<file path="config.mk">
export PLATFORM = sky130hd
export DESIGN_NAME = ptpf_gain
export DESIGN_NICKNAME = d
export VERILOG_FILES = /design/src/rtl/core/ptpf_pkg.sv /design/src/rtl/core/ptpf_gain.sv
export SDC_FILE = /design/constraint.sdc
export NUM_CORES = 1
export LEC_CHECK = 0
export ABC_AREA = 1
export BUFFER_PORTS_ARGS = -buffer_cell sky130_fd_sc_hd__buf_2
export CORE_ASPECT_RATIO = 1.2
export CORE_MARGIN = 2
export CORE_UTILIZATION = 55
export DETAILED_ROUTE_END_ITERATION = 10
export HOLD_SLACK_MARGIN = 0.08
export PLACE_DENSITY = 0.76
export SYNTH_ARGS = -nofsm -noshare
export SYNTH_HDL_FRONTEND = slang
export SYNTH_SLANG_ARGS = --single-unit
</file>
<file path="constraint.sdc">
create_clock -name clk -period 23.1 [get_ports clk]
set_input_delay 0 -clock clk [delete_from_list [all_inputs] [get_ports clk]]
set_output_delay 0 -clock clk [all_outputs]
set_load 0.02 [all_outputs]
</file>
<file path="src/rtl/core/ptpf_pkg.sv">
// Shared widths, status codes, side-band struct and elaboration-time constant functions.
package ptpf_pkg;

  // Field widths of the ports
  localparam int COORD_W  = 24;
  localparam int DEPTH_W  = 32;
  localparam int RADIUS_W = 24;
  localparam int ANGLE_W  = 23;
  localparam int STATUS_W = 2;

  // Default build parameters
  localparam int ITERATIONS_DEF = 24;
  localparam int FRAC_BITS_DEF  = 20;

  // Datapath: extra fraction bits on x/y, and headroom for the CORDIC gain
  localparam int GUARD     = 6;
  localparam int XY_W      = COORD_W + GUARD + 3;
  localparam int GAIN_W    = 31;
  localparam int PROD_W    = XY_W - 1 + GAIN_W;
  localparam int RAD_SHIFT = GAIN_W + GUARD;

  // Depth below this many LSB (about 1e-6 m) counts as zero
  localparam int ZERO_DEPTH_LSB = 17;

  typedef enum logic [STATUS_W-1:0] {
    STATUS_OK         = 2'd0,
    STATUS_BEHIND     = 2'd1,
    STATUS_ZERO_DEPTH = 2'd2
  } status_t;

  // Values that ride along the chain untouched by the rotations
  typedef struct packed {
    logic                bypass;  // y was zero: radius and angle come straight from x
    logic                x_neg;
    status_t             status;
    logic [COORD_W-1:0]  abs_x;
    logic [DEPTH_W-1:0]  depth;
  } side_t;

  // Unsigned quotient by shift and subtract, one bit per step from the top
  function automatic logic [63:0] udiv64(logic [63:0] num, logic [63:0] den);
    logic [63:0] r;
    logic [63:0] q;
    r = '0;
    q = '0;
    for (int i = 63; i >= 0; i--) begin
      r = {r[62:0], num[i]};
      if (r >= den) begin
        r    = r - den;
        q[i] = 1'b1;
      end
    end
    return q;
  endfunction

  // atan(2^-sh) in Q60 by its alternating series, sh >= 1
  function automatic logic [63:0] atan_pow2_q60(int unsigned sh);
    logic [63:0] p;
    logic [63:0] sum;
    logic [63:0] term;
    logic [63:0] dv;
    p   = 64'd1 << (60 - sh);
    sum = '0;
    for (int k = 0; k < 64; k++) begin
      if (p != 64'd0) begin
        dv   = 64'(2 * k + 1);
        term = udiv64(p, dv);
        if (k[0] == 1'b0) sum = sum + term;
        else              sum = sum - term;
        p = p >> (2 * sh);
      end
    end
    return sum;
  endfunction

  // atan(1/3) in Q60 by the same series
  function automatic logic [63:0] atan_third_q60();
    logic [63:0] p;
    logic [63:0] sum;
    logic [63:0] term;
    logic [63:0] dv;
    p   = udiv64(64'd1 << 60, 64'd3);
    sum = '0;
    for (int k = 0; k < 64; k++) begin
      if (p != 64'd0) begin
        dv   = 64'(2 * k + 1);
        term = udiv64(p, dv);
        if (k[0] == 1'b0) sum = sum + term;
        else              sum = sum - term;
        p = udiv64(p, 64'd9);
      end
    end
    return sum;
  endfunction

  // atan(2^-i) in Q60; the first entry is atan(1/2) + atan(1/3) = pi/4
  function automatic logic [63:0] atan_q60(int unsigned i);
    if (i == 0) return atan_pow2_q60(1) + atan_third_q60();
    return atan_pow2_q60(i);
  endfunction

  function automatic logic [63:0] pi_q60();
    return atan_q60(0) << 2;
  endfunction

  // Round a Q60 value to f fraction bits, half up
  function automatic logic [63:0] round_q60(logic [63:0] v, int unsigned f);
    int unsigned s;
    s = 60 - f;
    return (v + (64'd1 << (s - 1))) >> s;
  endfunction

  function automatic logic [63:0] isqrt64(logic [63:0] v_in);
    logic [63:0] v;
    logic [63:0] res;
    logic [63:0] bits;
    v    = v_in;
    res  = '0;
    bits = 64'd1 << 62;
    for (int s = 0; s < 32; s++) begin
      if (bits > v) bits = bits >> 2;
    end
    for (int s = 0; s < 32; s++) begin
      if (bits != 64'd0) begin
        if (v >= res + bits) begin
          v   = v - (res + bits);
          res = (res >> 1) + bits;
        end else begin
          res = res >> 1;
        end
        bits = bits >> 2;
      end
    end
    return res;
  endfunction

  // 1/K for the given number of micro-rotations, Q0.31 truncated
  function automatic logic [63:0] inv_gain_q31(int unsigned iters);
    logic [63:0] d;
    logic [63:0] r;
    logic [63:0] q;
    d = 64'd1 << 60;
    for (int i = 0; i < 32; i++) begin
      if (i < iters) d = d + (d >> (2 * i));
    end
    r = 64'd1 << 60;
    q = '0;
    for (int i = 0; i < 62; i++) begin
      r = r << 1;
      q = q << 1;
      if (r >= d) begin
        r = r - d;
        q = q | 64'd1;
      end
    end
    return isqrt64(q);
  endfunction

endpackage

</file>
<file path="src/rtl/core/ptpf_gain.sv">
// Gain stage: multiply the final x by 1/K, round and clamp the angle, or take the axis angle on bypass.
module ptpf_gain #(
  parameter  int ITERATIONS = ptpf_pkg::ITERATIONS_DEF,
  parameter  int FRAC_BITS  = ptpf_pkg::FRAC_BITS_DEF,
  localparam int Z_W        = FRAC_BITS + ptpf_pkg::GUARD + 4
) (
  input  logic                                 clk,
  input  logic                                 rst,
  input  logic                                 up_valid,
  output logic                                 up_ready,
  input  logic signed [ptpf_pkg::XY_W-1:0]     up_x,
  input  logic signed [Z_W-1:0]                up_z,
  input  ptpf_pkg::side_t                      up_side,
  output logic                                 dn_valid,
  input  logic                                 dn_ready,
  output logic [ptpf_pkg::PROD_W-1:0]          prod,
  output logic signed [ptpf_pkg::ANGLE_W-1:0]  ang,
  output ptpf_pkg::side_t                      dn_side
);

  localparam int ANG_W = Z_W - ptpf_pkg::GUARD;
  localparam logic [ptpf_pkg::GAIN_W-1:0] INV_GAIN =
    ptpf_pkg::GAIN_W'(ptpf_pkg::inv_gain_q31(ITERATIONS));
  localparam logic signed [ANG_W-1:0] PI_OUT =
    ANG_W'(ptpf_pkg::round_q60(ptpf_pkg::pi_q60(), FRAC_BITS));
  localparam logic signed [Z_W-1:0] Z_HALF = Z_W'(2 ** (ptpf_pkg::GUARD - 1));

  logic [ptpf_pkg::XY_W-2:0]           x_pos;
  logic [ptpf_pkg::PROD_W-1:0]         prod_next;
  logic signed [Z_W-1:0]               z_sum;
  logic signed [ANG_W-1:0]             ang_round;
  logic signed [ANG_W-1:0]             ang_sel;
  logic signed [ptpf_pkg::ANGLE_W-1:0] ang_next;

  // Drop a negative x to zero, then scale by the inverse CORDIC gain
  assign x_pos     = up_x[ptpf_pkg::XY_W-1] ? '0 : up_x[ptpf_pkg::XY_W-2:0];
  assign prod_next = x_pos * INV_GAIN;

  // Round off the guard bits, clamp to +-pi, or take the axis angle on bypass
  always_comb begin
    z_sum     = up_z + Z_HALF;
    ang_round = signed'(z_sum[Z_W-1:ptpf_pkg::GUARD]);
    if (up_side.bypass) begin
      ang_sel = up_side.x_neg ? PI_OUT : '0;
    end else if (ang_round > PI_OUT) begin
      ang_sel = PI_OUT;
    end else if (ang_round < -PI_OUT) begin
      ang_sel = -PI_OUT;
    end else begin
      ang_sel = ang_round;
    end
    ang_next = ptpf_pkg::ANGLE_W'(ang_sel);
  end

  assign up_ready = !dn_valid || dn_ready;

  always_ff @(posedge clk) begin
    if (rst) begin
      dn_valid <= 1'b0;
    end else if (up_ready) begin
      dn_valid <= up_valid;
    end
  end

  always_ff @(posedge clk) begin
    if (up_ready && up_valid) begin
      prod    <= prod_next;
      ang     <= ang_next;
      dn_side <= up_side;
    end
  end

endmodule

</file>
==> metrics.md, run 1 <==
| Metric | Value |
|---|---|
| Post-Syn Instances | `2651` |
| Crit-path max FO | `26` |
| Yosys reg bits | `145` |
| Routed wire per std cell | `19.7 um` |
| Fillers | `3759` |
| Number of port buffers | `267` |
| CTS buffer count | `17` |
| All-Layer GR Usage | `31.3%` |
| Ys Warns | `0` |
| Hold Fails Final Rpt | `0` |
| Commonest non-fill, non-tap cell in the layout | `inv_1` |
| Total Nets Final | `3922` |
| Core box area | `0.0450 mm^2` |
| Syn-to-layout area delta | `13.0%` |
| Crit share post-route | `36.8%` |
| Row cnt | `85` |
| CTS Buffer Depth | `2` |
| Final setup fails | `0` |
| Total grt overflow | `0` |
| Syn avg cell area | `9.47 um^2` |
| CTS tree | `done` |
| Layout cell share with drive strength beyond 1 | `10.8%` |
| Initial core utilization | `55.8%` |
| Worst path most repeated cell | `fa_1` |
| Area occupied by multi-input gates | `0.0175 mm^2` |
| Status | `finished, final reports clean` |
| DRC | `0` |
| Initial antenna violation count | `0` |
| Max-slew violations | `0` |
| Most frequent cells in the layout | `inv_1, fa_1, ha_1` |
| Worst Tran Pin Value | `1.07 ns` |
| Worst path slowest cell | `nand2_1` |
| Iteration-0 DRC count of the detailed router | `1391` |
| Die Y-Extent | `238 um` |
| Crit path capture type | `register` |
| Drt total wl | `71100 um` |
| Critical path required time | `23.27 ns` |
| N_diodes | `0` |
| Post-Route Setup TNS | `0 ns` |
| Setup CP Type | `primary input to register` |
| Max_cap viols | `0` |
| Hold EP | `dn_side[9]` |
| HPWL Detailed | `62200 um` |
| Post-synth cell types | `40` |
| Layout Skew | `0.00480 ns` |
| R2r startpoint | `dn_valid` |
| Reg2Reg Depth | `3` |
| Io pins | `275` |
| CP peak stage delay | `0.84 ns` |
| Worst Path Buf+Inv | `8` |
| Root buffer cell | `clkbuf_16` |
| Hold_sp | `up_valid` |
| Postcts setup bufs | `0` |
| Pre-antenna DRT Iters | `6` |
| Crit start category | `primary input` |
| Vias in the first global route | `20300` |
| Worst EP arrival | `8.68 ns` |
| Hold path cells | `3` |
| RSZ-0062 raised after global routing | `false` |
| GP Congestion | `0.991` |
| Reg2reg setup slack | `20.07 ns` |
| Routed via count | `19100` |
| Routed Antenna Nets | `0` |
| FF+latch area | `0.00434 mm^2` |
| DIE AREA | `0.0474 mm^2` |
| Hold crit path type | `primary input to register` |
| Clock Latency Late Sink | `0.42 ns` |
| # H-tree levels | `4` |
| CTS clk-pin slew, worst paths | `0.06 ns` |
| Cell family with most CP delay | `adder cells` |
| Sink Count | `145` |
| Largest net degree at the start of global routing | `72` |
| Chip width | `199 um` |
| Worst slew margin | `28.3%` |
| First-pass GRT wire length | `110000 um` |
| Via-to-Cell Ratio | `5.28` |
| Seq/Total Area, Yosys | `17.3%` |
| Worst R2R End | `prod[38]` |
| Fmax | `118 MHz` |
| Post-layout min period | `8.51 ns` |
| Cell Area, Synth | `0.0251 mm^2` |
cells in the mapped netlist:
master	number	area share, %
inv_1	842	13
fa_1	452	36
ha_1	349	17
nand2_1	318	4.8
nor2_1	161	2.4
edfxtp_1	144	17
a21oi_1	99	2.0
o21ai_0	50	1.0
nand3_1	45	0.90
xor2_1	40	1.4
a31oi_1	24	0.60
xnor2_1	22	0.77
a21o_1	14	0.42
nand4_1	11	0.27
o21bai_1	9	0.27
nand2_2	7	0.17
nor3_1	6	0.12
nor4_1	6	0.15
nor2_2	5	0.12
nor2_4	5	0.22
a21boi_0	4	0.12
and3_1	4	0.10
buf_4	4	0.12
o211ai_1	4	0.12
clkbuf_1	3	0.045
inv_2	3	0.045
nand3b_1	3	0.090
and2_1	2	0.050
buf_2	2	0.040
clkinv_1	2	0.030
nand3_2	2	0.080
a211oi_1	1	0.030
a221oi_1	1	0.035
buf_6	1	0.045
conb_1	1	0.015
dfxtp_1	1	0.080
nand3_4	1	0.070
o211a_1	1	0.040
o221ai_1	1	0.035
or2_2	1	0.025
area by class of cell:
| class | count | share of cell area [%] |
|---|---|---|
| Sequential cell | 145 | 15.3 |
| Inverter | 847 | 11.2 |
| Multi-Input combinational cell | 1650 | 61.8 |
| Tap cell | 609 | 2.68 |
| Clock buffer | 18 | 1.51 |
| Timing Repair Buffer | 333 | 7.00 |
| Clock inverter | 14 | 0.494 |
layer usage:
metal | GRT usage [%] | routed length (um) | vias to the layer above
met1 | 39.2 | 27400 | 9522
met2 | 54.8 | 36600 | 733
li1 | - | - | 8684
met5 | 0 | 0 | -
met4 | 12.7 | 3170 | 0
met3 | 3.66 | 3860 | 141
through the flow:
stage	hold WS, ns	util [%]	area [um^2]	instances	setup WS (ns)
after floorplan	0.0691	-	25100	2652	15.05
after global placement	0.166	60.4	27200	3522	14.36
after detailed placement	0.160	60.4	27200	3522	14.22
after CTS	0.110	63.1	28400	3616	14.66
after global routing	0.171	63.1	28400	3616	14.22
final	0.143	63.1	28400	3616	14.59
kinds of logic (layout without fill, tap and decap cells):
kind of cell / Yosys count / count (layout) / share of synthesized area (%)
compound gates: 208 / 208 / 4.63
xor+xnor: 62 / 62 / 2.16
fa+ha+maj: 801 / 801 / 53.4
buf+inv: 857 / 1212 / 12.9
flops: 145 / 145 / 17.3
other cells: 1 / 2 / 0.0149
simple gates: 577 / 577 / 9.54
state kept, by name (all words and copies together), names as in the netlist:
| name | flops |
|---|---|
| dn_side | 60 |
| dn_valid | 1 |
| ang | 23 |
| prod | 61 |
tightest hold or removal path: cells and delay by family:
kind	cells	cell delay (ns)
AOI/OAI and AO/OA	1	0.16
buffers and inverters	2	0.20
timing repair:
action | CTS | global route
hold buffers | 62 | 0
endpoints found under the hold margin | 61 | 0
resized for setup | 0 | 0
endpoints found under the setup margin | 0 | 0
worst max path at each step:
stage,start,end,slack (ns),cells after the start
floorplan,dn_valid,ang[0],15.05,1
global placement,up_x[32],prod[50],14.36,26
detailed placement,up_x[32],prod[50],14.22,26
CTS,up_x[32],prod[50],14.66,26
global route,up_x[32],prod[50],14.22,26
finish,up_x[32],prod[58],14.59,27
Power of run 1 is left out: the tool's default activity adds up to more than one toggle a clock period on the data nets, which glitch-free logic cannot reach.
==> run 2: changes to the inputs <==
- clock period: 23.1 -> 7.9 ns (I/O delays scaled with it)
==> run 2 against run 1 <==
Net effect:
- die area stayed put
- design area grew 0.91%
- first-iteration DRC count is 5.9% lower
- worst hold slack worse by 0.016 ns
- core utilization up 0.58 points
- critical path depth up 1
- via count decreased by 0.68%
- wire length up 0.33%
- final cell count up 0.97%
- critical path type unchanged
- highest routed layer unchanged
- setup slack worse by 14 ns
- sequential share of layout area down 0.14 points
- sequential cell count unchanged
==> metrics.md, run 2 (same netlist as run 1, synthesis figures left out) <==
| Metric | Value |
|---|---|
| Initial antenna violation count | `2 (was 0)` |
| Largest net degree at the start of global routing | `81 (was 72)` |
| Syn-to-layout area delta | `14.1% (was 13.0%)` |
| Die Y-Extent | `238 um (unchanged)` |
| Most frequent cells in the layout | `inv_1, fa_1, ha_1 (unchanged)` |
| Clock Latency Late Sink | `0.42 ns (about the same)` |
| Fmax | `140 MHz` |
| # H-tree levels | `4 (unchanged)` |
| Sink Count | `145 (unchanged)` |
| First-pass GRT wire length | `112000 um (was 110000 um)` |
| Utilization after layout | `63.7% (was 63.1%)` |
| Root buffer cell | `clkbuf_16 (unchanged)` |
| Top Registers | `prod: 61 flops, dn_side: 60 flops, ang: 23 flops (unchanged)` |
| Iteration-0 DRC count of the detailed router | `1309 (was 1391)` |
| Hold slack | `0.127 ns (was 0.143 ns)` |
| Placed Area | `0.0274 mm^2 (was 0.0272 mm^2)` |
| Post-layout min period | `7.13 ns` |
| Resize count post-CTS | `0 (unchanged)` |
| RSZ-0062 raised after global routing | `false (unchanged)` |
| Crit start category | `primary input (unchanged)` |
| Io pins | `275 (unchanged)` |
| Commonest non-fill, non-tap cell in the layout | `inv_1 (unchanged)` |
| Via-to-Cell Ratio | `5.19 (was 5.28)` |
| Status | `finished, final reports clean (unchanged)` |
| Setup CP Type | `primary input to register (unchanged)` |
| All-Layer GR Usage | `31.5% (was 31.3%)` |
| Layout Skew | `0.00761 ns (was 0.00480 ns)` |
| Number of port buffers | `267 (unchanged)` |
| GP Congestion | `0.992 (was 0.991)` |
| Crit path capture type | `register (unchanged)` |
| Hold Fails Final Rpt | `0 (unchanged)` |
| Worst slew margin | `32.9% (was 28.3%)` |
| Fillers | `3767 (was 3759)` |
| DRC | `0 (unchanged)` |
| Routed via count | `19000 (was 19100)` |
| Max_cap viols | `0 (unchanged)` |
| Crit share post-route | `90.2%` |
| CTS tree | `done (unchanged)` |
| Worst EP arrival | `7.30 ns (was 8.68 ns)` |
| Drt total wl | `71300 um (was 71100 um)` |
| Max reg flops | `61 (unchanged)` |
| Initial core utilization | `55.8% (unchanged)` |
| FF+latch area | `0.00434 mm^2 (unchanged)` |
| Critical path required time | `8.07 ns (was 23.27 ns)` |
| Area occupied by multi-input gates | `0.0175 mm^2 (about the same)` |
| Chip width | `199 um (unchanged)` |
| Pre-antenna DRT Iters | `6 (unchanged)` |
| Layout cell share with drive strength beyond 1 | `11.7% (was 10.8%)` |
| Routed Antenna Nets | `0 (unchanged)` |
| Max-slew violations | `0 (unchanged)` |
| Biggest register | `prod (unchanged)` |
| Row cnt | `85 (unchanged)` |
| CTS Buffer Depth | `2 (unchanged)` |
| CTS clk-pin slew, worst paths | `0.06 ns (about the same)` |
| Total grt overflow | `0 (unchanged)` |
| Vias in the first global route | `20300 (about the same)` |
| Routed wire per std cell | `19.5 um (was 19.7 um)` |
| CTS buffer count | `17 (unchanged)` |
| Finished Cell Area | `0.0286 mm^2 (was 0.0284 mm^2)` |
| Total Nets Final | `3955 (was 3922)` |
| Final setup fails | `0 (unchanged)` |
| Worst Tran Pin Value | `1.01 ns (was 1.07 ns)` |
| Post-Route Setup TNS | `0 ns (unchanged)` |
| Core box area | `0.0450 mm^2 (unchanged)` |
| HPWL Detailed | `63300 um (was 62200 um)` |
| DIE AREA | `0.0474 mm^2 (unchanged)` |
| Hold crit path type | `primary input to register (unchanged)` |
| Crit-path max FO | `14 (was 26)` |
-- run 2: changes by cell type in the layout (fill, tap and decap cells not counted), sizes merged --
cell	previous run	this run
clkinvlp	3	1
diode	0	2
inv	847	845
bufinv	2	3
buf	271	304
clkinv	9	10
clkbuf	18	20
-- run 2: timing repair --
item	CTS	global route
endpoints found under the setup margin	0	0
setup buffers	0	0
endpoints found under the hold margin	61	0
hold buffers	62	0
-- run 2: cell type report --
type / instances / share of cell area [%]
multi-input cells: 1650 / 61.2
flip-flops and latches: 145 / 15.2
inverters: 847 / 11.1
repair buffers: 366 / 7.80
well taps: 609 / 2.66
clock buffers: 20 / 1.52
clock inverters: 12 / 0.494
diodes: 2 / 0.0175
-- run 2: final timing paths --
check | from | endpoint | slack (ns) | depth (start not counted)
setup / recovery | up_x[32] | prod[62] | 0.77 | 28
hold / removal | up_z[16] | ang[10] | 0.13 | 3
setup reg to reg | dn_valid | dn_side[16] | 5.40 | 3
hold reg to reg | dn_valid | dn_valid | 1.09 | 3
-- run 2: stage by stage --
step / setup WS (ns) / std cells
floorplan: 1.28 / 2652
global placement: 0.492 / 3555
detailed placement: 0.404 / 3555
CTS: 0.739 / 3649
global route: 0.460 / 3651
finish: 0.771 / 3651
-- run 2: worst max-delay path: stages --
cell      delay [ns]
buf_2           0.09
clkinv_1        0.09
buf_4           0.19
nand2_1         0.27
inv_1           0.35
ha_1            0.50
fa_1            0.54
fa_1            0.52
fa_1            0.52
inv_1           0.06
fa_1            0.43
inv_1           0.09
fa_1            0.44
fa_1            0.52
inv_1           0.06
fa_1            0.60
inv_1           0.06
ha_1            0.36
a21oi_1         0.20
inv_1           0.08
a31oi_1         0.24
o21ai_0         0.23
a21oi_1         0.26
nor2_1          0.06
a211oi_1        0.27
nand2_1         0.11
nand2_1         0.09
nand2_1         0.07
-- run 2: per-layer routing --
metal	share of wire [%]	vias to the layer above	track usage [%]
met1	40	9388	40.1
met4	4.6	0	13.2
li1	-	8753	-
met5	0	-	0
met2	51	640	54.2
met3	4.7	169	4.16
Power of run 2 is left out for the same reason.
==> run 3: changes to the inputs <==
- BUFFER_PORTS_ARGS: -buffer_cell sky130_fd_sc_hd__buf_2 -> -buffer_cell sky130_fd_sc_hd__buf_4
- PLACE_DENSITY: 0.76 -> unset
- PLACE_DENSITY_LB_ADDON: unset -> 0.15
==> run 3 against run 2 <==
Net effect:
- register-to-register slack worse by 0.06 ns
- via count down 0.34%
- worst hold slack got worse by 0.033 ns
- maximum frequency shrank 0.53%
- sequential cell count is the same
- non-clock buffer count fell by 11
- final cell count is 0.36% lower
- design area rose by 1.9%
- highest routed layer unchanged
==> metrics.md, run 3 (same netlist as run 1, synthesis figures left out) <==
| Metric | Value |
|---|---|
| Status | `finished, final reports clean (unchanged)` |
| Critical path required time | `8.08 ns (was 8.07 ns)` |
| Most frequent cells in the layout | `inv_1, fa_1, ha_1 (unchanged)` |
| Routed wire per std cell | `19.7 um (was 19.5 um)` |
| Die Y-Extent | `238 um (unchanged)` |
| Vias in the first global route | `20200 (was 20300)` |
| Max reg flops | `61 (unchanged)` |
| Post-Route Setup TNS | `0 ns (unchanged)` |
| Reg2Reg Depth | `3 (unchanged)` |
| Worst EP arrival | `7.34 ns (was 7.30 ns)` |
| Initial antenna violation count | `0 (was 2)` |
| Root buffer cell | `clkbuf_16 (unchanged)` |
| Fmax | `140 MHz (about the same)` |
| Final setup fails | `0 (unchanged)` |
| Hold path cells | `5 (was 3)` |
| CTS tree | `done (unchanged)` |
| Hold Fails Final Rpt | `0 (unchanged)` |
| R2r startpoint | `dn_valid (unchanged)` |
| Worst R2R End | `prod[57] (was dn_side[16])` |
| Drt total wl | `71500 um (was 71300 um)` |
| Top Registers | `prod: 61 flops, dn_side: 60 flops, ang: 23 flops (unchanged)` |
| Crit share post-route | `90.7% (was 90.2%)` |
| Max_cap viols | `0 (unchanged)` |
| Biggest register | `prod (unchanged)` |
| Crit start category | `primary input (unchanged)` |
| All-Layer GR Usage | `31.7% (was 31.5%)` |
| Layout Skew | `0.00571 ns (was 0.00761 ns)` |
| Total grt overflow | `0 (unchanged)` |
| Max-slew violations | `0 (unchanged)` |
| Crit path capture type | `register (unchanged)` |
| DIE AREA | `0.0474 mm^2 (unchanged)` |
| Setup CP Type | `primary input to register (unchanged)` |
| Number of port buffers | `267 (unchanged)` |
| Routed Antenna Nets | `0 (unchanged)` |
| Hold crit path type | `primary input to register (unchanged)` |
| Layout cell share with drive strength beyond 1 | `11.5% (was 11.7%)` |
| CTS clk-pin slew, worst paths | `0.06 ns (about the same)` |
| Hold_sp | `up_z[24] (was up_z[16])` |
| Initial core utilization | `55.8% (unchanged)` |
| Chip width | `199 um (unchanged)` |
| HPWL Detailed | `63100 um (was 63300 um)` |
| Io pins | `275 (unchanged)` |
| Clock Latency Late Sink | `0.44 ns (was 0.42 ns)` |
| Reg2reg setup slack | `5.34 ns (was 5.40 ns)` |
| Postcts setup bufs | `0 (unchanged)` |
| Commonest non-fill, non-tap cell in the layout | `inv_1 (unchanged)` |
| Worst slew margin | `31.3% (was 32.9%)` |
| Total Nets Final | `3944 (was 3955)` |
| Syn-to-layout area delta | `16.3% (was 14.1%)` |
| Pre-antenna DRT Iters | `7 (was 6)` |
| Crit-path max FO | `12 (was 14)` |
| First-pass GRT wire length | `111000 um (was 112000 um)` |
| Via-to-Cell Ratio | `5.19 (about the same)` |
| # H-tree levels | `4 (unchanged)` |
| GP Congestion | `1.02 (was 0.992)` |
| DRC | `0 (unchanged)` |
| CTS buffer count | `17 (unchanged)` |
| Hold EP | `ang[18] (was ang[10])` |
| Sink Count | `145 (unchanged)` |
| CTS Buffer Depth | `2 (unchanged)` |
| Routed via count | `18900 (was 19000)` |
| RSZ-0062 raised after global routing | `false (unchanged)` |
| Core box area | `0.0450 mm^2 (unchanged)` |
| Row cnt | `85 (unchanged)` |
| N_diodes | `0 (was 2)` |
| Iteration-0 DRC count of the detailed router | `1160 (was 1309)` |
| Largest net degree at the start of global routing | `78 (was 81)` |
| Post-layout min period | `7.17 ns (was 7.13 ns)` |
| Worst Tran Pin Value | `1.03 ns (was 1.01 ns)` |
-- run 3: changes by cell type in the layout (fill, tap and decap cells not counted), sizes merged --
cell / delta
diode: -2
clkinvlp: +2
clkbuf: -3
dlygate4sd3: +1
clkinv: -5
inv: +9
bufinv: -3
buf: -12
-- run 3: routing by layer --
| layer | track usage (%) | vias to the layer above | part of all wire (%) |
|---|---|---|---|
| met3 | 5.63 | 155 | 6.1 |
| met4 | 13.5 | 0 | 5.0 |
| li1 | - | 8734 | - |
| met2 | 54.2 | 669 | 50 |
| met5 | 0 | - | 0 |
| met1 | 39.6 | 9328 | 39 |
-- run 3: what timing repair did --
item / 4_1_cts / 5_1_grt
endpoints found under the hold margin: 62 / 0
gates resized for setup: 0 / 0
hold buffers: 63 / 0
-- run 3: metrics by stage --
stage,hold slack [ns],cell area (um^2),setup slack [ns],std cells,util (%)
6_report,0.0945,29200,0.733,3638,64.9
5_1_grt,0.136,29200,0.532,3638,64.9
4_1_cts,0.104,29200,0.834,3638,64.9
3_5_place_dp,0.162,28000,0.397,3543,62.3
3_3_place_gp,0.159,28000,0.555,3543,62.3
2_1_floorplan,0.0691,25100,1.28,2652,-
-- run 3: how the worst max path moves through the flow --
stage	start	endpoint	depth (start not counted)
after floorplan	up_x[32]	prod[57]	31
after global placement	up_x[32]	prod[57]	27
after detailed placement	up_x[32]	prod[60]	26
after CTS	up_x[32]	prod[60]	26
after global routing	up_x[32]	prod[60]	26
final	up_x[32]	prod[60]	26
-- run 3: worst max-delay path: stages --
cell	delay, ns
buf_4	0.16
clkinv_1	0.07
buf_4	0.18
nand2_1	0.23
inv_1	0.47
ha_1	0.39
inv_1	0.10
fa_1	0.51
fa_1	0.56
inv_1	0.05
fa_1	0.49
fa_1	0.57
fa_1	0.43
fa_1	0.49
inv_1	0.06
fa_1	0.60
inv_1	0.07
ha_1	0.38
nand2_1	0.11
nor2_1	0.24
inv_1	0.11
nor4_1	0.36
nand4_1	0.16
nand3_1	0.25
a21oi_1	0.13
xor2_1	0.16
-- run 3: area by class of cell --
type                            count  area, um^2
Timing Repair Buffer              355        2820
Tap cell                          609         762
Sequential cell                   145        4340
Multi-Input combinational cell   1650       17500
Fill cell                        3767       15800
Clock inverter                     15         124
Inverter                          847        3180
Clock buffer                       17         425
Power of run 3 is left out for the same reason.
